[config.mk]
export PLATFORM = sky130hd
export DESIGN_NAME = set_assoc_fifo_cache_model_top
export DESIGN_NICKNAME = d
export VERILOG_FILES = /design/src/hdl/sacfc_pkg.sv /design/src/hdl/sacfc_tag_ram.sv /design/src/hdl/sacfc_match.sv /design/src/hdl/set_assoc_fifo_cache_model_top.sv
export SDC_FILE = /design/constraint.sdc
export NUM_CORES = 1
export LEC_CHECK = 0
export ABC_CLOCK_PERIOD_IN_PS = 14930
export BUFFER_PORTS_ARGS = -buffer_cell sky130_fd_sc_hd__buf_4
export CAP_MARGIN = 20
export CORE_MARGIN = 2
export CORE_UTILIZATION = 50
export CTS_BUF_LIST = sky130_fd_sc_hd__clkbuf_16
export CTS_CLUSTER_SIZE = 14
export DETAILED_ROUTE_END_ITERATION = 10
export PLACE_DENSITY = 0.7
export SLEW_MARGIN = 20
export SYNTH_ARGS = -nofsm -noshare
export SYNTH_HDL_FRONTEND = slang
export SYNTH_HIERARCHICAL = 1
export SYNTH_SLANG_ARGS = --single-unit
export TNS_END_PERCENT = 100
[constraint.sdc]
create_clock -name clk_i -period 14.93 [get_ports clk_i]
set_input_delay 4.479 -clock clk_i [delete_from_list [all_inputs] [get_ports clk_i]]
set_output_delay 4.479 -clock clk_i [all_outputs]
set_load 0.02 [all_outputs]
[src/hdl/sacfc_pkg.sv]
// ----------------------------------------------------------------------------
// sacfc_pkg
// shared constants and types of the set-associative fifo-replacement cache
// ----------------------------------------------------------------------------
package sacfc_pkg;

  localparam int unsigned SETS      = 4;
  localparam int unsigned WAYS      = 4;
  localparam int unsigned ADDR_BITS = 32;

  localparam int unsigned SET_W  = $clog2(SETS);
  localparam int unsigned WAY_W  = $clog2(WAYS);
  localparam int unsigned TAG_W  = ADDR_BITS - SET_W;
  localparam int unsigned ROW_W  = WAYS * TAG_W;
  localparam int unsigned CNT_W  = 32;
  localparam int unsigned IDX_W  = 2;
  localparam int unsigned OADDR_W = 32;

  typedef logic [SET_W-1:0] set_t;
  typedef logic [WAY_W-1:0] way_t;
  typedef logic [TAG_W-1:0] tag_t;
  typedef logic [ROW_W-1:0] row_t;

  // outcome of one tag lookup
  typedef struct packed {
    logic hit;
    way_t way;
    logic evict;
    tag_t victim_tag;
  } match_t;

endpackage

[src/hdl/sacfc_tag_ram.sv]
// ----------------------------------------------------------------------------
// sacfc_tag_ram
// tag memory, one row of all ways per set, registered read port
// ----------------------------------------------------------------------------
module sacfc_tag_ram
  import sacfc_pkg::*;
(
  input  logic clk_i,
  input  logic re_i,
  input  set_t raddr_i,
  output row_t rdata_o,
  input  logic we_i,
  input  set_t waddr_i,
  input  row_t wdata_i
);

  row_t mem [SETS];
  row_t rdata_q;

  always_ff @(posedge clk_i) begin
    if (we_i) begin
      mem[waddr_i] <= wdata_i;
    end
    if (re_i) begin
      rdata_q <= mem[raddr_i];
    end
  end

  assign rdata_o = rdata_q;

endmodule

[src/hdl/sacfc_match.sv]
// ----------------------------------------------------------------------------
// sacfc_match
// parallel way compare and fifo victim selection for one set
// ----------------------------------------------------------------------------
module sacfc_match
  import sacfc_pkg::*;
(
  input  row_t             row_i,
  input  logic [WAYS-1:0]  valid_i,
  input  tag_t             tag_i,
  input  way_t             fifo_ptr_i,
  output match_t           match_o
);

  logic [WAYS-1:0] eq;
  logic            found;
  way_t            found_way;

  always_comb begin
    for (int w = 0; w < WAYS; w++) begin
      eq[w] = valid_i[w] && (row_i[w*TAG_W +: TAG_W] == tag_i);
    end
  end

  // lowest matching way wins
  always_comb begin
    found     = 1'b0;
    found_way = '0;
    for (int w = WAYS - 1; w >= 0; w--) begin
      if (eq[w]) begin
        found     = 1'b1;
        found_way = way_t'(w);
      end
    end
  end

  always_comb begin
    match_o.hit        = found;
    match_o.way        = found ? found_way : fifo_ptr_i;
    match_o.evict      = !found && valid_i[fifo_ptr_i];
    match_o.victim_tag = row_i[fifo_ptr_i*TAG_W +: TAG_W];
  end

endmodule

[src/hdl/set_assoc_fifo_cache_model_top.sv]
// ----------------------------------------------------------------------------
// set_assoc_fifo_cache_model_top
// tag store of a 4-set, 4-way cache with per-set fifo replacement
// ----------------------------------------------------------------------------
// usage
// - raise start_i with a block address on block_address_i; the item is taken
//   at a clock edge where start_i is high and busy_o is low
// - the low address bits pick the set, the rest is the tag
// - lookup state after accept: the set's tag row comes out of the tag memory and
//   is compared against all ways in parallel; on a miss the row is written
//   back with the new tag at the set's fifo pointer
// - on leaving the lookup state: result_valid_o pulses for exactly one cycle with
//   hit, set, way, eviction info and the saturating hit / miss totals
// - busy_o covers the lookup state, so a new item is taken only after the
//   read-compare-write of the last one, but while its result is shown
// - the item that follows reads the memory after the write back, so two
//   items to the same set never see stale tags
// - the receiver cannot stall: each result is there for one cycle only
// - reset clears the valid bits, fifo pointers and both counters; the tag
//   memory itself is not cleared, invalid ways are never looked at
// ----------------------------------------------------------------------------
module set_assoc_fifo_cache_model_top
  import sacfc_pkg::*;
(
  input  logic                clk_i,
  input  logic                rst_ni,
  input  logic                start_i,
  output logic                busy_o,
  input  logic [31:0]         block_address_i,
  output logic                result_valid_o,
  output logic                hit_o,
  output logic [IDX_W-1:0]    set_index_o,
  output logic [IDX_W-1:0]    way_index_o,
  output logic                evicted_o,
  output logic [OADDR_W-1:0]  evicted_address_o,
  output logic [CNT_W-1:0]    hit_total_o,
  output logic [CNT_W-1:0]    miss_total_o
);

  // controller codes
  localparam logic ST_IDLE   = 1'b0;
  localparam logic ST_LOOKUP = 1'b1;

  logic state_q, state_d;

  logic accept;
  logic [ADDR_BITS-1:0] addr_q;
  set_t set_cur;
  tag_t tag_cur;

  // per-set control state kept in flops
  logic [SETS-1:0][WAYS-1:0] valid_q;
  way_t [SETS-1:0]           fifo_q;

  logic [CNT_W-1:0] hit_cnt_q, hit_cnt_d;
  logic [CNT_W-1:0] miss_cnt_q, miss_cnt_d;

  // result registers
  logic                strobe_q;
  logic                hit_q;
  set_t                set_q;
  way_t                way_q;
  logic                ev_q;
  logic [OADDR_W-1:0]  ev_addr_q;

  row_t   row_rd;
  row_t   row_wr;
  logic   mem_we;
  match_t mt;

  assign accept  = start_i && (state_q == ST_IDLE);
  assign set_cur = addr_q[SET_W-1:0];
  assign tag_cur = addr_q[ADDR_BITS-1:SET_W];

  // tag memory: read on accept, write back on a miss
  sacfc_tag_ram u_tag_ram (
    .clk_i   (clk_i),
    .re_i    (accept),
    .raddr_i (block_address_i[SET_W-1:0]),
    .rdata_o (row_rd),
    .we_i    (mem_we),
    .waddr_i (set_cur),
    .wdata_i (row_wr)
  );

  sacfc_match u_match (
    .row_i      (row_rd),
    .valid_i    (valid_q[set_cur]),
    .tag_i      (tag_cur),
    .fifo_ptr_i (fifo_q[set_cur]),
    .match_o    (mt)
  );

  assign mem_we = (state_q == ST_LOOKUP) && !mt.hit;

  // fill the victim way with the new tag
  always_comb begin
    row_wr = row_rd;
    row_wr[mt.way*TAG_W +: TAG_W] = tag_cur;
  end

  // saturating counters
  always_comb begin
    hit_cnt_d  = hit_cnt_q;
    miss_cnt_d = miss_cnt_q;
    if (state_q == ST_LOOKUP) begin
      if (mt.hit) begin
        if (hit_cnt_q != '1) hit_cnt_d = hit_cnt_q + 1'b1;
      end else begin
        if (miss_cnt_q != '1) miss_cnt_d = miss_cnt_q + 1'b1;
      end
    end
  end

  always_comb begin
    state_d = state_q;
    case (state_q)
      ST_IDLE:   if (accept) state_d = ST_LOOKUP;
      ST_LOOKUP: state_d = ST_IDLE;
      default:   state_d = ST_IDLE;
    endcase
  end

  always_ff @(posedge clk_i or negedge rst_ni) begin
    if (!rst_ni) begin
      state_q    <= ST_IDLE;
      valid_q    <= '0;
      fifo_q     <= '0;
      hit_cnt_q  <= '0;
      miss_cnt_q <= '0;
      strobe_q   <= 1'b0;
    end else begin
      state_q    <= state_d;
      hit_cnt_q  <= hit_cnt_d;
      miss_cnt_q <= miss_cnt_d;
      strobe_q   <= (state_q == ST_LOOKUP);
      if (mem_we) begin
        valid_q[set_cur][mt.way] <= 1'b1;
        // advance the set's pointer, wrapping at the way count
        fifo_q[set_cur] <= (mt.way == way_t'(WAYS - 1)) ? '0 : mt.way + 1'b1;
      end
    end
  end

  // address and result payload, no reset needed
  always_ff @(posedge clk_i) begin
    if (accept) begin
      addr_q <= block_address_i[ADDR_BITS-1:0];
    end
    if (state_q == ST_LOOKUP) begin
      hit_q     <= mt.hit;
      set_q     <= set_cur;
      way_q     <= mt.way;
      ev_q      <= mt.evict;
      // evicted block address is the victim tag with the set appended
      ev_addr_q <= mt.evict ? OADDR_W'({mt.victim_tag, set_cur}) : '0;
    end
  end

  assign busy_o            = (state_q != ST_IDLE);
  assign result_valid_o    = strobe_q;
  assign hit_o             = hit_q;
  assign set_index_o       = IDX_W'(set_q);
  assign way_index_o       = IDX_W'(way_q);
  assign evicted_o         = ev_q;
  assign evicted_address_o = ev_addr_q;
  assign hit_total_o       = hit_cnt_q;
  assign miss_total_o      = miss_cnt_q;

  // a result only ever leaves while the controller is back in idle
  a_result_idle : assert property (@(posedge clk_i) disable iff (!rst_ni)
    strobe_q |-> (state_q == ST_IDLE))
    else $error("result strobe outside idle");

  // every accepted item reaches lookup on the next cycle and a result after
  a_accept_result : assert property (@(posedge clk_i) disable iff (!rst_ni)
    accept |=> ##1 strobe_q)
    else $error("accepted item gave no result");

  // a miss leaves the hit total untouched
  a_miss_hold : assert property (@(posedge clk_i) disable iff (!rst_ni)
    (strobe_q && !hit_q) |-> (hit_cnt_q == $past(hit_cnt_q)))
    else $error("hit total moved on a miss");

  // eviction only on a miss
  a_evict_miss : assert property (@(posedge clk_i) disable iff (!rst_ni)
    (strobe_q && ev_q) |-> !hit_q)
    else $error("eviction reported on a hit");

endmodule
-- Word level (Yosys, flattened, before mapping)
Memories as Yosys holds them, arrays and structs flattened. A register that Yosys moved wholly into a read port is not among the register bits.
Index checks and enable logic that the tools add are counted.
- memories kept: 1
- input bits: 35
- output and inout bits: 104
- register bits: 160
- RAM bits: 480
- memory list (name ; words ; bits a word ; rd ports ; clocked after memory_dff ; wr ports ; RTL line ; text):
    u_tag_ram.mem ; 4 ; 120 ; 1 ; 1 ; 1 ; sacfc_tag_ram.sv:17 ; row_t mem [SETS];
- equal/unequal tests: 7
- multipliers: 2
- magnitude comparators: 5
- add/sub/neg operators: 4
- muxes and demuxes: 28
- shift-type cells: 3
- reductions and logical operators: 12
- bitwise gates (word level): 3
- operator list (operator ; count):
    $bwmux W120 ; 1
    $eq A30 B30 Y1 ; 4
    $shift A30 B34 Y120 const A ; 1
    $shiftx A120 B8 Y30 ; 1
    $shiftx A30 B34 Y120 ; 1
    $add A32 B1 Y32 const B ; 2
    $ne A32 B32 Y1 const B ; 2
    $neg A7 Y34 ; 1
    $mux W2 ; 8
    $or A16 B16 Y16 ; 1
    $mul A2 B4 Y6 const B ; 2
    $logic_and A1 B1 Y1 ; 9
    $lt A2 B3 Y1 const B ; 3
    $mux W1 ; 9
    $bmux W4 S2 ; 1
    $bwmux W8 ; 1
    $demux W4 S2 ; 1
    $mux W4 ; 2
    $reduce_and A3 Y1 ; 2
    $bmux W2 S2 ; 1
    $demux W2 S2 ; 1
    $ge A2 B1 Y1 const B ; 2
    $add A2 B1 Y2 const B ; 1
    $bmux W1 S2 ; 1
    other kinds (5) ; 6

-- Logic depth before layout (Yosys ltp)
Gate-level depths: netlist of run 1.
- depth in word-level cells: 15
- mapped depth: 20

-- Cells and area by module
Netlist of run 1, hierarchy kept.
- modules (own cells, without submodules) (module ; area an instance (µm²) ; cells an instance ; times used ; seq. area each (µm²)):
    sacfc_tag_ram ; 20942.6 ; 750 ; 1 ; 18017.3
    set_assoc_fifo_cache_model_top ; 9804.4 ; 949 ; 1 ; 4354.2
    sacfc_match ; 2323.5 ; 236 ; 1 ; 0.0

-- Least setup slack after synthesis of run 1
Ideal clock, no wire load.
- path kind: register to register
- start point: register addr_q[0]
- end point: memory u_tag_ram/mem[0][0] (netlist name), enable pin
- period minus slack after synthesis: 11.966 ns
- stages on the path, launching flop included: 13
- data required time: 14.159 ns
- buffers on the path: 3
- data arrival time: 11.195 ns
- path slack: 2.964 ns
- cells stage by stage: edfxtp_1 > clkbuf_1 > mux4_2 > nand4_1 > or4_1 > nor4_2 > a21oi_1 > nand2_1 > buf_4 > nand2b_1 > clkbuf_1 > clkinv_1 > nor3b_1
- cells in the longest elaborated chain, start to end: 11
- RTL lines (what ; RTL line ; text):
    from (decl) ; set_assoc_fifo_cache_model_top.sv:47 ; logic [ADDR_BITS-1:0] addr_q;
    from (signal assigned) ; set_assoc_fifo_cache_model_top.sv:148 ; addr_q <= block_address_i[ADDR_BITS-1:0];
    $bmux W4 S2 * ; set_assoc_fifo_cache_model_top.sv:88 ; .valid_i (valid_q[set_cur]),
    $mux W4 (not written as such) * ; set_assoc_fifo_cache_model_top.sv:88 ;
    $logic_and A1 B1 Y1 ; sacfc_match.sv:21 ; eq[w] = valid_i[w] && (row_i[w*TAG_W +: TAG_W] == tag_i);
    $mux W1 (3 in series) ; sacfc_match.sv:30 ; if (eq[w]) begin
    $mux W1 * ; sacfc_match.sv:30 ;
    net u_match.found ; sacfc_match.sv:16 ; logic found;
    $logic_not A1 Y1 * ; set_assoc_fifo_cache_model_top.sv:94 ; assign mem_we = (state_q == ST_LOOKUP) && !mt.hit;
    $logic_and A1 B1 Y1 * ; set_assoc_fifo_cache_model_top.sv:94 ;
    net mem_we ; set_assoc_fifo_cache_model_top.sv:68 ; logic mem_we;
    $mux W1 * ; sacfc_tag_ram.sv:21 ; if (we_i) begin
    $mux W1 (not written as such) * ; sacfc_tag_ram.sv:22 ; mem[waddr_i] <= wdata_i;
    to (decl) ; sacfc_tag_ram.sv:17 ;
The timed path passes the listed nets; every way through them passes the cells marked *. The select of a mux whose other input is x is not followed.

==> results by stage, run 1 <==
Finish:
- For this run, the share of the core covered by cells in the final layout is 0.569.
- In the final design database the tool counted between 2k and 2.5k nets.
- The total inserted antenna cells is 0.
- The finished layout holds 2982 standard cells, fillers aside.
- Of the cells placed in the final design, the portion with a size suffix greater than 1 is 0.245.
- Relative to the synthesized area, the layout overhead comes to 12.9%.

GRT:
- Entering global routing, the biggest net connects 91 pins.
- The global-route wire length before repair is around 130 mm.
- The number of global-route vias before repair is around 19k.
- The initial antenna violation count was 2.
- The overall track demand over capacity in global routing is 0.268.
- The total overflow left after global routing is 0.

STA:
- The time the final worst path needs with I/O delays and setup is 6.19 ns.
- The setup TNS after final layout is 0 ns.
- On the final layout, the worst clock skew is about 0.026 ns.
- The max-slew violation total from the final report came to 0.
- Headroom to the max-slew limit came out at 0.228.
- In the finished design, the share of the clock period the worst path needs comes to 0.415.
- For the pin with the worst max-slew slack, the measured transition is 1.16 ns.
- Setup repair after global routing left no endpoint under its margin.
- The maximum frequency from static timing analysis is ~160 MHz.
- The number of hold-slack violations in the final timing report is 0.
- Setup violations remaining at the end of the flow were counted as 0.
- Once routing completed, OpenROAD measured the worst setup slack at 8.74 ns.

Job:
- The number of maximum-capacitance constraint violations is 0.

Critical path:
- The worst setup path is captured at a register.
- The origin of the critical flop-to-flop path is addr_q[0]$_DFFE_PP_.
- At the worst endpoint, the required time is about 15 ns.
- The maximum net fanout on the critical path is 36.
- STA classifies the critical path startpoint as a register.
- The worst setup path is of the register to register kind.
- The minimum setup slack among reg-to-reg paths is 8.74 ns.
- Data arrives at the worst endpoint at 6.46 ns.
- The number of cells traversed by the worst register-to-register path is 13.
- The endpoint of the lowest-slack register-to-register path is u_tag_ram/mem[0][59]$_DFFE_PP_.

Synth:
- The yosys synthesis warning count is 6.
- The cell count after synthesis came out at slightly below 2k.
- The sequential fraction of the synthesis area is 0.676.
- Sorting the synthesized cells by area gives the leading types as sky130_fd_sc_hd__edfxtp_1 61%, sky130_fd_sc_hd__mux4_2 12%, sky130_fd_sc_hd__dfrtp_1 6.8%.
- In this run, synthesis inferred 670 flip-flops with an integrated enable.
- After synthesis, the netlist uses 69 different library cells.
- Summing every instance area after synthesis gives 0.0331 mm².
- The share of the synthesized area in the top cell type is 0.608.
- After synthesis, the mean cell area works out to 17.1 µm².
- After synthesis, the most frequently instantiated cells are 670 x sky130_fd_sc_hd__edfxtp_1, 180 x sky130_fd_sc_hd__mux4_2, 133 x sky130_fd_sc_hd__xnor2_1.
- The most used flip-flop cell after synthesis is sky130_fd_sc_hd__edfxtp_1.
- The largest area contributor in the netlist is sky130_fd_sc_hd__edfxtp_1.
- The dominant cell by count in the synthesized netlist is sky130_fd_sc_hd__edfxtp_1.
- The synthesized flop and latch total is 760.
- The async set-or-reset flop fraction in the synthesized netlist is 0.118.
- The number of nets produced by synthesis is 1979.

Hold path:
- The worst hold path begins at valid_q[4]$_DFFE_PN0P_.
- The worst hold path terminates at valid_q[4]$_DFFE_PN0P_.
- The count of cells along the worst hold path is 1.
- The worst hold path belongs to the class register to register.

Route:
- The ratio of routed vias to standard cells is between 6 and 7.
- For this run, design rule violations remaining after detail routing come to 0.
- The total wire length is ~90 mm.
- The first routing iteration left 2401 violations.
- The remaining antenna violation count is 0.
- The average routed wire per standard cell is around 30 µm.
- The number of search-and-repair iterations in the first detailed-routing pass is 6.
- The routed layout has 19.4k vias.

Power:
- The leakage power is 12.9 nW.
- In this run the power density over the cells is 186 mW/mm².
- The worst-case IR drop observed on VDD is about 150 µV.
- The total power after layout is between 6 and 7 mW.

Floorplan:
- After floorplanning, the core was sized to cover 0.0656 mm².
- The die extent in x is between 200 and 300 µm.
- In this run the core area contains 94 standard-cell rows.
- The height of the die is ~260 µm.
- 139 I/O pins were placed.
- The area of the die is 0.0682 mm².
- The initial standard-cell utilization of the core is 0.504.

Clock network:
- The number of clock buffers added by TritonCTS is 77.
- The number of buffers added for setup after CTS is 0.
- In this run, post-CTS repair resized a total of 0 instances.
- The later-pin clock latency in the skew report is about 0.64 ns.
- Clock-pin slew was measured on the worst setup and hold paths at 0.06 ns.
- The clock root buffer is sky130_fd_sc_hd__clkbuf_16.
- Clock tree synthesis found a total of 760 sinks.
- The H-tree was split into 3 levels.
- The number of hold-repair buffers added at the cts stage is 0.
- TritonCTS built the clock tree.
- The longest clock path from root to sink contains 3 buffers.

Placement:
- The half-perimeter wire length after detailed placement is ~60 mm.
- The worst setup slack after placement is between 8 and 9 ns.
- The placer's final routability congestion estimate is ~1.0.
- In this run, placement finished with an instance count of approximately 2.8k.
- The port buffer count is around 140.

Status:
- The run finished with clean final reports.
[worst max-delay path: stages, from the launching register on]
cell and delay (ns):
sky130_fd_sc_hd__edfxtp_1 0.79, sky130_fd_sc_hd__mux4_2 0.43, sky130_fd_sc_hd__nand4_1 0.15, sky130_fd_sc_hd__or4_1 0.50, sky130_fd_sc_hd__nor4_2 0.36, sky130_fd_sc_hd__nor2_1 0.13
sky130_fd_sc_hd__a2bb2oi_4 0.15, sky130_fd_sc_hd__inv_1 0.33, sky130_fd_sc_hd__ha_1 1.00, sky130_fd_sc_hd__clkinv_1 0.27, sky130_fd_sc_hd__buf_4 0.36, sky130_fd_sc_hd__and4_1 0.25
sky130_fd_sc_hd__a311oi_1 0.69, sky130_fd_sc_hd__o221ai_1 0.41
[layout by cell type, fill, tap and decap left out, types with 25 or more instances in the layout]
| master | count |
|---|---|
| sky130_fd_sc_hd__nand3_1 | 42 |
| sky130_fd_sc_hd__xor2_1 | 46 |
| sky130_fd_sc_hd__and2_1 | 51 |
| sky130_fd_sc_hd__o2bb2ai_1 | 33 |
| sky130_fd_sc_hd__mux4_2 | 180 |
| sky130_fd_sc_hd__nand2_1 | 53 |
| sky130_fd_sc_hd__dfrtp_1 | 89 |
| sky130_fd_sc_hd__inv_1 | 60 |
| sky130_fd_sc_hd__nor2_1 | 70 |
| sky130_fd_sc_hd__o22ai_1 | 25 |
| sky130_fd_sc_hd__xnor2_1 | 133 |
| sky130_fd_sc_hd__buf_4 | 170 |
| sky130_fd_sc_hd__edfxtp_1 | 670 |
| sky130_fd_sc_hd__nand4_1 | 53 |
| sky130_fd_sc_hd__a22oi_1 | 25 |
| sky130_fd_sc_hd__clkbuf_16 | 81 |
| sky130_fd_sc_hd__and3_1 | 25 |
[sequential cells by signal, indices dropped and copies added, names as in the netlist]
signal / count
u_tag_ram/mem: 480
u_tag_ram/rdata_o: 120
addr_q: 32
evicted_address_o: 32
hit_total_o: 32
miss_total_o: 32
valid_q: 16
fifo_q: 8
set_index_o: 2
way_index_o: 2
busy_o: 1
evicted_o: 1
hit_o: 1
result_valid_o: 1
[cell families (layout without fill, tap and decap cells)]
kind of cell / Yosys count / after routing / share of synthesized area
flip-flops: 760 / 760 / 0.676
adder cells (fa/ha/maj): 9 / 9 / 0.00341
multiplexers: 203 / 203 / 0.130
AND/OR/NAND/NOR: 382 / 382 / 0.0639
AO/OA/AOI/OAI: 215 / 215 / 0.0491
XOR/XNOR: 185 / 185 / 0.0504
buffers and inverters: 181 / 364 / 0.0265
[layout make-up]
class                      count  area, µm²
fill                        5053      28300
sequential                   760      22400
multi-input combinational    994       9880
clock buffer                  81       2030
timing repair buffer         172       1300
tap                          864       1080
clock inverter                58        467
inverter                      53        199
[power by group]
part           internal (mW)  switching (mW)
clock network           1.10           0.799
registers               2.73           0.125
logic                  0.714            1.48
total                   4.54            2.40
[per-layer routing]
metal	wire, µm	vias up	track usage
li1	-	7930	-
met1	36200	10100	0.376
met2	42600	1137	0.418
met3	7960	213	0.0448
met4	4200	2	0.119
met5	8	-	0
[how the worst max path moves through the flow]
stage | from | end | cells after the start | slack, ns
final | addr_q[0]$_DFFE_PP_ | u_tag_ram/mem[0][59]$_DFFE_PP_ | 13 | 8.74
after CTS | block_address_i[1] | u_tag_ram/rdata_o[102]$_DFFE_PP_ | 3 | 8.69
after global routing | addr_q[0]$_DFFE_PP_ | u_tag_ram/mem[2][55]$_DFFE_PP_ | 12 | 8.60
after detailed placement | block_address_i[1] | u_tag_ram/rdata_o[44]$_DFFE_PP_ | 3 | 8.05
after global placement | block_address_i[1] | u_tag_ram/rdata_o[112]$_DFFE_PP_ | 3 | 8.10
after floorplan | addr_q[0]$_DFFE_PP_ | u_tag_ram/mem[0][0]$_DFFE_PP_ | 12 | 2.96
[stage by stage]
stage	hold WS (ns)	instance area [µm²]
final	0.451	37300
after detailed placement	0.439	34800
after floorplan	0.423	33100
after global routing	0.470	37300
after CTS	0.454	37300
after global placement	0.433	34800
Note: power is estimated with default switching activity, not from simulation.
==> run 2, diff against run 1 <==
- ABC_CLOCK_PERIOD_IN_PS: 14930 -> 5650
- PLACE_DENSITY: 0.7 -> 0.72
- clock period: 14.93 -> 5.65 ns (I/O delays scaled with it)
==> results by stage, run 2 (synthesis results as in run 1) <==
Hold path:
- The path class of the lowest-slack min-delay path is register to register.
- The count of cells along the worst hold path is 1 (unchanged).
- The destination of the worst hold path is valid_q[12]$_DFFE_PN0P_.
- The hold path startpoint is valid_q[12]$_DFFE_PN0P_.

Placement:
- The port buffer count came to 138 (unchanged).
- The half-perimeter wire length after detailed placement was 62.3 mm (+4.2%).
- The placer's final routability congestion estimate was 1.01 (-2.4%).
- The placement-stage cell area was 0.0352 mm² (+1.2%).
- The count of placed standard cells including taps is 2884 (+1.4%).

Job:
- The number of maximum-capacitance constraint violations came to 0 (unchanged).

Clock network:
- The number of sinks handled by clock tree synthesis is 760 (unchanged).
- The number of buffers added for setup after CTS is 0 (unchanged).
- The number of hold-repair buffers added at the cts stage is 0 (unchanged).
- The TritonCTS clock tree is done.
- The clock root buffer is sky130_fd_sc_hd__clkbuf_16.
- The number of buffers added by the clock tree synthesis step was 81 (+5.2%).
- The count of instances resized after the clock tree is built is 0 (unchanged).
- The clock slew at the register clock pins of the worst setup and hold paths came to 0.06 ns (about the same).
- The later-pin clock latency in the skew report is 0.63 ns (about the same).
- The maximum count of clock buffers along a single path is 3 (unchanged).
- The number of levels in the clock H-tree is 3 (unchanged).

GRT:
- The global-route wire length before repair is 134 mm (+2.2%).
- The overall track demand over capacity in global routing came to 0.275 (+0.00714).
- The number of global-route vias before repair is 19.1k (+0.43%).
- The largest net degree at the start of global routing is 121 (+33%).
- The initial antenna violation count is 2 (unchanged).
- The total grt overflow is 0 (unchanged).

Status:
- The flow ran to the end, and the final reports show no timing, DRC or antenna violations.

Route:
- The number of search-and-repair iterations in the first detailed-routing pass was 5 (-1).
- The average routed wire per standard cell is 30.6 µm (+0.24%).
- The count of vias placed by the detailed router was 19.3k (-0.25%).
- The ratio of routed vias to standard cells came to 6.38 (-1.9%).
- The number of remaining DRC errors is 0 (unchanged).
- The remaining antenna violation count was 0 (unchanged).
- The total wire length came to 92.7 mm (+1.9%).
- The count of routing violations after the opening detailed-route iteration came to 2465 (+2.7%).

Finish:
- The final layout net count is 2147 (+2.1%).
- The post-route core utilization came to 0.576 (+0.00681).
- The layout cell share with drive strength beyond 1 is 0.255 (+0.0105).
- More flip-flops sit in one register than any other, and that register is u_tag_ram/mem.
- The number of flip-flops under the largest register name is 480 (unchanged).
- The summed area of non-filler cells in the final layout was 0.0378 mm² (+1.2%).
- In the layout the commonest cells are 670 x sky130_fd_sc_hd__edfxtp_1, 204 x sky130_fd_sc_hd__buf_4, 180 x sky130_fd_sc_hd__mux4_2.
- The number of cells in the finished layout apart from fillers is 3032 (+1.7%).
- The total inserted antenna cells is 0 (unchanged).
- From synthesis to final layout, the design area changed by 14.2%.
- The library cell used most frequently in the layout, excluding fill and tap cells, is sky130_fd_sc_hd__edfxtp_1.

Critical path:
- The number of cells traversed by the worst register-to-register path is 13 (unchanged).
- The maximum net fanout on the critical path is 21 (-42%).
- The data arrival at the endpoint of the critical path came to 5.56 ns (-0.90 ns).
- The critical path required time is 6.05 ns (-9.15 ns).
- In this run the critical register-to-register path is captured at u_tag_ram/mem[3][48]$_DFFE_PP_.
- The worst setup path is launched from a register.
- The path type of the worst setup path is register to register.
- The kind of end point of the critical path is a register.
- The worst register-to-register path begins at addr_q[15]$_DFFE_PP_.
- The minimum setup slack among reg-to-reg paths is 0.49 ns (-8.25 ns).

STA:
- The maximum frequency from static timing analysis is 194 MHz (+20%).
- Setup repair after global routing left no endpoint under its margin.
- The time the final worst path needs with I/O delays and setup is 5.16 ns (-1.03 ns).
- The actual slew at the worst max-slew pin came to 0.964 ns (-0.194 ns).
- The number of setup violations in the final report is 0 (unchanged).
- The final cycle utilization of the critical path is 0.913 (+0.498).
- The number of hold-slack violations in the final timing report is 0 (unchanged).
- The worst max-slew margin expressed relative to the limit was 0.356 (+0.128).
- The maximum clock skew at final layout is 0.0268 ns (+0.000446 ns).
- The max-slew violation total from the final report is 0 (unchanged).

Floorplan:
- The initial standard-cell utilization of the core came to 0.504 (unchanged).
- The row count was 94 (unchanged).
- The total I/O pin count is 139 (unchanged).
- The die extent in x came to 261 µm (unchanged).
- The height of the die came to 261 µm (unchanged).
- The core outline area is 0.0656 mm² (unchanged).
- The area of the die is 0.0682 mm² (unchanged).

Power:
- The leakage power is 13.2 nW (+2.3%).
- The power per cell area was 491 mW/mm² (+160%).
- The largest vdd supply drop is 367 µV (+150%).
==> run 2: changes by cell type in the layout (fill, tap and decap cells not counted), sizes merged <==
cell / before / now
buf: 171 / 212
bufinv: 7 / 6
clkinvlp: 4 / 7
clkbuf: 82 / 83
inv: 64 / 82
clkinv: 36 / 24
==> run 2: per-layer routing <==
layer,vias to the layer above,global-route usage,wire length [µm]
met5,-,0,13
met4,2,0.0974,3180
met3,191,0.0487,7880
met2,1032,0.432,43700
met1,10100,0.392,37900
li1,8022,-,-
==> run 2: through the flow <==
stage	power [mW]	setup WS [ns]	setup TNS, ns	hold WS, ns
floorplan	11.0	-0.00393	-0.472	0.423
global placement	13.4	0.650	0	0.433
detailed placement	13.5	0.685	0	0.443
CTS	18.5	0.666	0	0.453
global route	19.2	0.365	0	0.472
finish	18.6	0.491	0	0.454
==> run 2: layout make-up <==
cell class,instances,area (µm²)
clock buffers,82,2050
clock inverters,66,475
fillers,4937,27900
inverters,53,211
multi-input cells,994,9870
flip-flops and latches,760,22400
well taps,864,1080
repair buffers,213,1710
==> run 2: how the worst max path moves through the flow <==
stage	startpoint	to	slack [ns]
finish	addr_q[15]$_DFFE_PP_	u_tag_ram/mem[3][48]$_DFFE_PP_	0.49
global route	addr_q[15]$_DFFE_PP_	u_tag_ram/mem[3][109]$_DFFE_PP_	0.37
CTS	addr_q[15]$_DFFE_PP_	u_tag_ram/mem[3][48]$_DFFE_PP_	0.67
detailed placement	addr_q[15]$_DFFE_PP_	u_tag_ram/mem[0][48]$_DFFE_PP_	0.69
global placement	addr_q[15]$_DFFE_PP_	u_tag_ram/mem[0][39]$_DFFE_PP_	0.65
floorplan	addr_q[0]$_DFFE_PP_	u_tag_ram/mem[0][0]$_DFFE_PP_	-0.004
==> run 2: report_power, final <==
part / switching [mW] / internal (mW) / leakage (nW) / total [mW]
clock network: 2.14 / 2.91 / 1.32 / 5.05
registers: 0.325 / 7.20 / 7.42 / 7.53
logic: 3.90 / 2.07 / 4.44 / 5.98
==> run 2: critical path, stage by stage, from the launching register on <==
cell and delay [ns]:
sky130_fd_sc_hd__edfxtp_1 0.63, sky130_fd_sc_hd__xnor2_1 0.44, sky130_fd_sc_hd__nand4_1 0.29, sky130_fd_sc_hd__nor4_1 0.73
sky130_fd_sc_hd__a21oi_1 0.21, sky130_fd_sc_hd__a21boi_1 0.21, sky130_fd_sc_hd__inv_1 0.13, sky130_fd_sc_hd__ha_2 0.43
sky130_fd_sc_hd__buf_4 0.32, sky130_fd_sc_hd__xor2_1 0.33, sky130_fd_sc_hd__nand2_1 0.45, sky130_fd_sc_hd__nor2_1 0.31
sky130_fd_sc_hd__a21oi_1 0.12, sky130_fd_sc_hd__o22ai_1 0.33
==> run 3, diff against run 2 <==
- ABC_CLOCK_PERIOD_IN_PS: 5650 -> 4550
- BUFFER_PORTS_ARGS: -buffer_cell sky130_fd_sc_hd__buf_4 -> -buffer_cell sky130_fd_sc_hd__buf_2
- clock period: 5.65 -> 4.55 ns (I/O delays scaled with it)
==> results by stage, run 3 (synthesis results as in run 1) <==
Status:
- The run finished with clean final reports.

Floorplan:
- The height of the die was 261 µm (unchanged).
- The row count came to 94 (unchanged).
- The area of the die was 0.0682 mm² (unchanged).
- The total I/O pin count is 139 (unchanged).
- The die extent in x is 261 µm (unchanged).
- The initial standard-cell utilization of the core is 0.504 (unchanged).
- The core outline area came to 0.0656 mm² (unchanged).

Power:
- The leakage power is 14.3 nW (+8.7%).
- The largest vdd supply drop is 469 µV (+28%).
- The power per cell area came to 630 mW/mm² (+28%).
- The total power after layout is 24.9 mW (+34%).

Placement:
- The port buffer count was 138 (unchanged).
- The count of placed standard cells including taps came to 3096 (+7.4%).
- The placement-stage cell area is 0.0367 mm² (+4.2%).
- The half-perimeter wire length after detailed placement is 69.9 mm (+12%).
- The placer's final routability congestion estimate is 1.00 (-0.53%).

STA:
- The maximum clock skew at final layout was 0.0269 ns (+0.0000947 ns).
- The final cycle utilization of the critical path is 0.982 (+0.0692).
- The number of hold-slack violations in the final timing report was 0 (unchanged).
- The maximum frequency from static timing analysis is 224 MHz (+15%).
- The final hold slack came to 0.456 ns (+0.00224 ns).
- The worst max-slew margin expressed relative to the limit is 0.309 (-0.0471).
- The time the final worst path needs with I/O delays and setup came to 4.47 ns (-0.690 ns).
- The actual slew at the worst max-slew pin is 1.04 ns (+0.0727 ns).
- The max-slew violation total from the final report came to 0 (unchanged).
- The number of setup violations in the final report is 0 (unchanged).

Critical path:
- The data arrival at the endpoint of the critical path came to 4.82 ns (-0.74 ns).
- The cell with the largest stage delay on the worst path is sky130_fd_sc_hd__mux4_2.
- The critical path required time is 4.90 ns (-1.15 ns).
- By startpoint and endpoint, the worst setup path is classified as register to register.
- The worst setup path is launched from a register.
- The delay contributed by the slowest stage of the critical path is 0.58 ns (-0.15 ns).
- The most frequent cell on the critical path is sky130_fd_sc_hd__buf_4.
- The critical path goes through buf_4 -> xnor2_1 -> buf_4 -> nand4_1 -> or4_1 -> nor4_2 -> a21oi_1 -> a21boi_2 -> inv_1 -> ha_4 -> mux4_2 -> and2_1 -> a22oi_2 -> buf_4 -> o2bb2ai_1.
- STA classifies the critical path endpoint as a register.
- The maximum net fanout on the critical path is 6 (-71%).

Finish:
- The register ranked first by flip-flop count is u_tag_ram/mem.
- The count of fill cells added during filler insertion came to 4914 (-0.47%).
- The summed area of non-filler cells in the final layout came to 0.0395 mm² (+4.7%).
- The layout cell share with drive strength beyond 1 was 0.343 (+0.0876).
- The post-route core utilization is 0.603 (+0.0270).
- The library cell used most frequently in the layout, excluding fill and tap cells, is sky130_fd_sc_hd__edfxtp_1.
- Leaving out fill and tap cells, the most frequent cells in the layout are 670 x sky130_fd_sc_hd__edfxtp_1, 274 x sky130_fd_sc_hd__buf_4, 180 x sky130_fd_sc_hd__mux4_2.
- The area taken by flip-flops and latches was 0.0224 mm² (unchanged).
- The number of flip-flops under the largest register name is 480 (unchanged).
- The area of combinational cells with multiple inputs is 0.0101 mm² (+2.5%).
- The number of cells in the finished layout apart from fillers is 3248 (+7.1%).
- The area growth from synthesis to layout is 19.6%.
- The total inserted antenna cells is 0 (unchanged).
- The final layout net count is 2369 (+10%).

Route:
- The remaining antenna violation count is 0 (unchanged).
- The number of remaining DRC errors came to 0 (unchanged).
- The number of search-and-repair iterations in the first detailed-routing pass is 7 (+2).
- The total wire length is 100 mm (+8.0%).
- The average routed wire per standard cell was 30.8 µm (+0.86%).
- The count of routing violations after the opening detailed-route iteration is 2403 (-2.5%).
- The ratio of routed vias to standard cells is 6.31 (-1.1%).
- The count of vias placed by the detailed router is 20.5k (+5.9%).

Clock network:
- The maximum count of clock buffers along a single path is 3 (unchanged).
- The TritonCTS clock tree is done.
- The later-pin clock latency in the skew report is 0.63 ns (about the same).
- The number of buffers added by the clock tree synthesis step is 80 (-1.2%).
- The clock slew at the register clock pins of the worst setup and hold paths was 0.06 ns (about the same).
- The tree is rooted in a sky130_fd_sc_hd__clkbuf_16.
- The number of levels in the clock H-tree came to 3 (unchanged).
- The number of sinks handled by clock tree synthesis is 760 (unchanged).

GRT:
- The largest net degree at the start of global routing is 154 (+27%).
- The initial antenna violation count is 3 (+1).
- The global-route wire length before repair is 145 mm (+7.9%).
- The total grt overflow is 0 (unchanged).
- The number of global-route vias before repair came to 20.5k (+7.6%).
- The overall track demand over capacity in global routing is 0.298 (+0.0226).

Hold path:
- The tightest min-delay check is of the register to register type.

Job:
- The number of maximum-capacitance constraint violations is 0 (unchanged).
-- run 3: cell types whose count changed in the layout (fill, tap and decap cells not counted), sizes merged --
cell	previous run	this run
clkbuf	83	87
bufinv	6	3
clkinvlp	7	4
inv	82	81
clkinv	24	20
buf	212	435
-- run 3: final timing paths --
kind / startpoint / endpoint / slack [ns] / depth (start not counted)
min reg2reg: valid_q[14]$_DFFE_PN0P_ / valid_q[14]$_DFFE_PN0P_ / 0.46 / 1
min in group asynchronous: rst_ni / miss_total_o[14]$_DFFE_PN0P_ / 0.84 / 1
min: valid_q[14]$_DFFE_PN0P_ / valid_q[14]$_DFFE_PN0P_ / 0.46 / 1
max reg2reg: addr_q[22]$_DFFE_PP_ / u_tag_ram/mem[0][102]$_DFFE_PP_ / 0.08 / 15
max: addr_q[22]$_DFFE_PP_ / u_tag_ram/mem[0][102]$_DFFE_PP_ / 0.08 / 15
max in group asynchronous: rst_ni / valid_q[12]$_DFFE_PN0P_ / 2.85 / 2
-- run 3: repair_timing --
| item | 4_1_cts | 5_1_grt |
|---|---|---|
| endpoints found under the setup margin | 436 | 392 |
| resized for setup | 18 | 38 |
| hold buffers | 0 | 0 |
| setup buffers | 7 | 4 |
| pin swaps | 3 | 1 |
-- run 3: layout make-up --
type | instances | area share
Multi-Input combinational cell | 994 | 0.256
Sequential cell | 760 | 0.566
Inverter | 53 | 0.00538
Clock inverter | 55 | 0.00880
Timing Repair Buffer | 436 | 0.0824
Tap cell | 864 | 0.0273
Clock buffer | 86 | 0.0544
-- run 3: metal layers --
layer	routed length, µm	GRT usage	up-vias
met4	3980	0.115	2
met1	40600	0.422	10700
met3	8030	0.0443	203
met5	12	0	-
met2	47500	0.471	1153
li1	-	-	8459
-- run 3: where the power goes --
part | internal, mW | leakage (nW) | switching [mW]
clock | 3.57 | 1.31 | 2.64
sequential | 8.94 | 7.42 | 0.351
combinational | 3.78 | 5.61 | 5.64
total | 16.3 | 14.3 | 8.64
-- run 3: per-stage QoR --
step | TNS, ns | setup WS [ns]
floorplan | -132.28 | -1.10
global placement | -40.35 | -0.400
detailed placement | -38.04 | -0.384
CTS | 0 | 0.0574
global route | -0.0541 | -0.0119
finish | 0 | 0.0810
-- run 3: worst max-delay path: cells and delay by family (launching register included) --
family | cells | cell delay, ns
simple gates | 4 | 1.21
xor+xnor | 1 | 0.15
fa+ha+maj | 1 | 0.35
flops | 1 | 0.47
mux | 1 | 0.58
buf+inv | 4 | 0.61
compound gates | 4 | 0.83
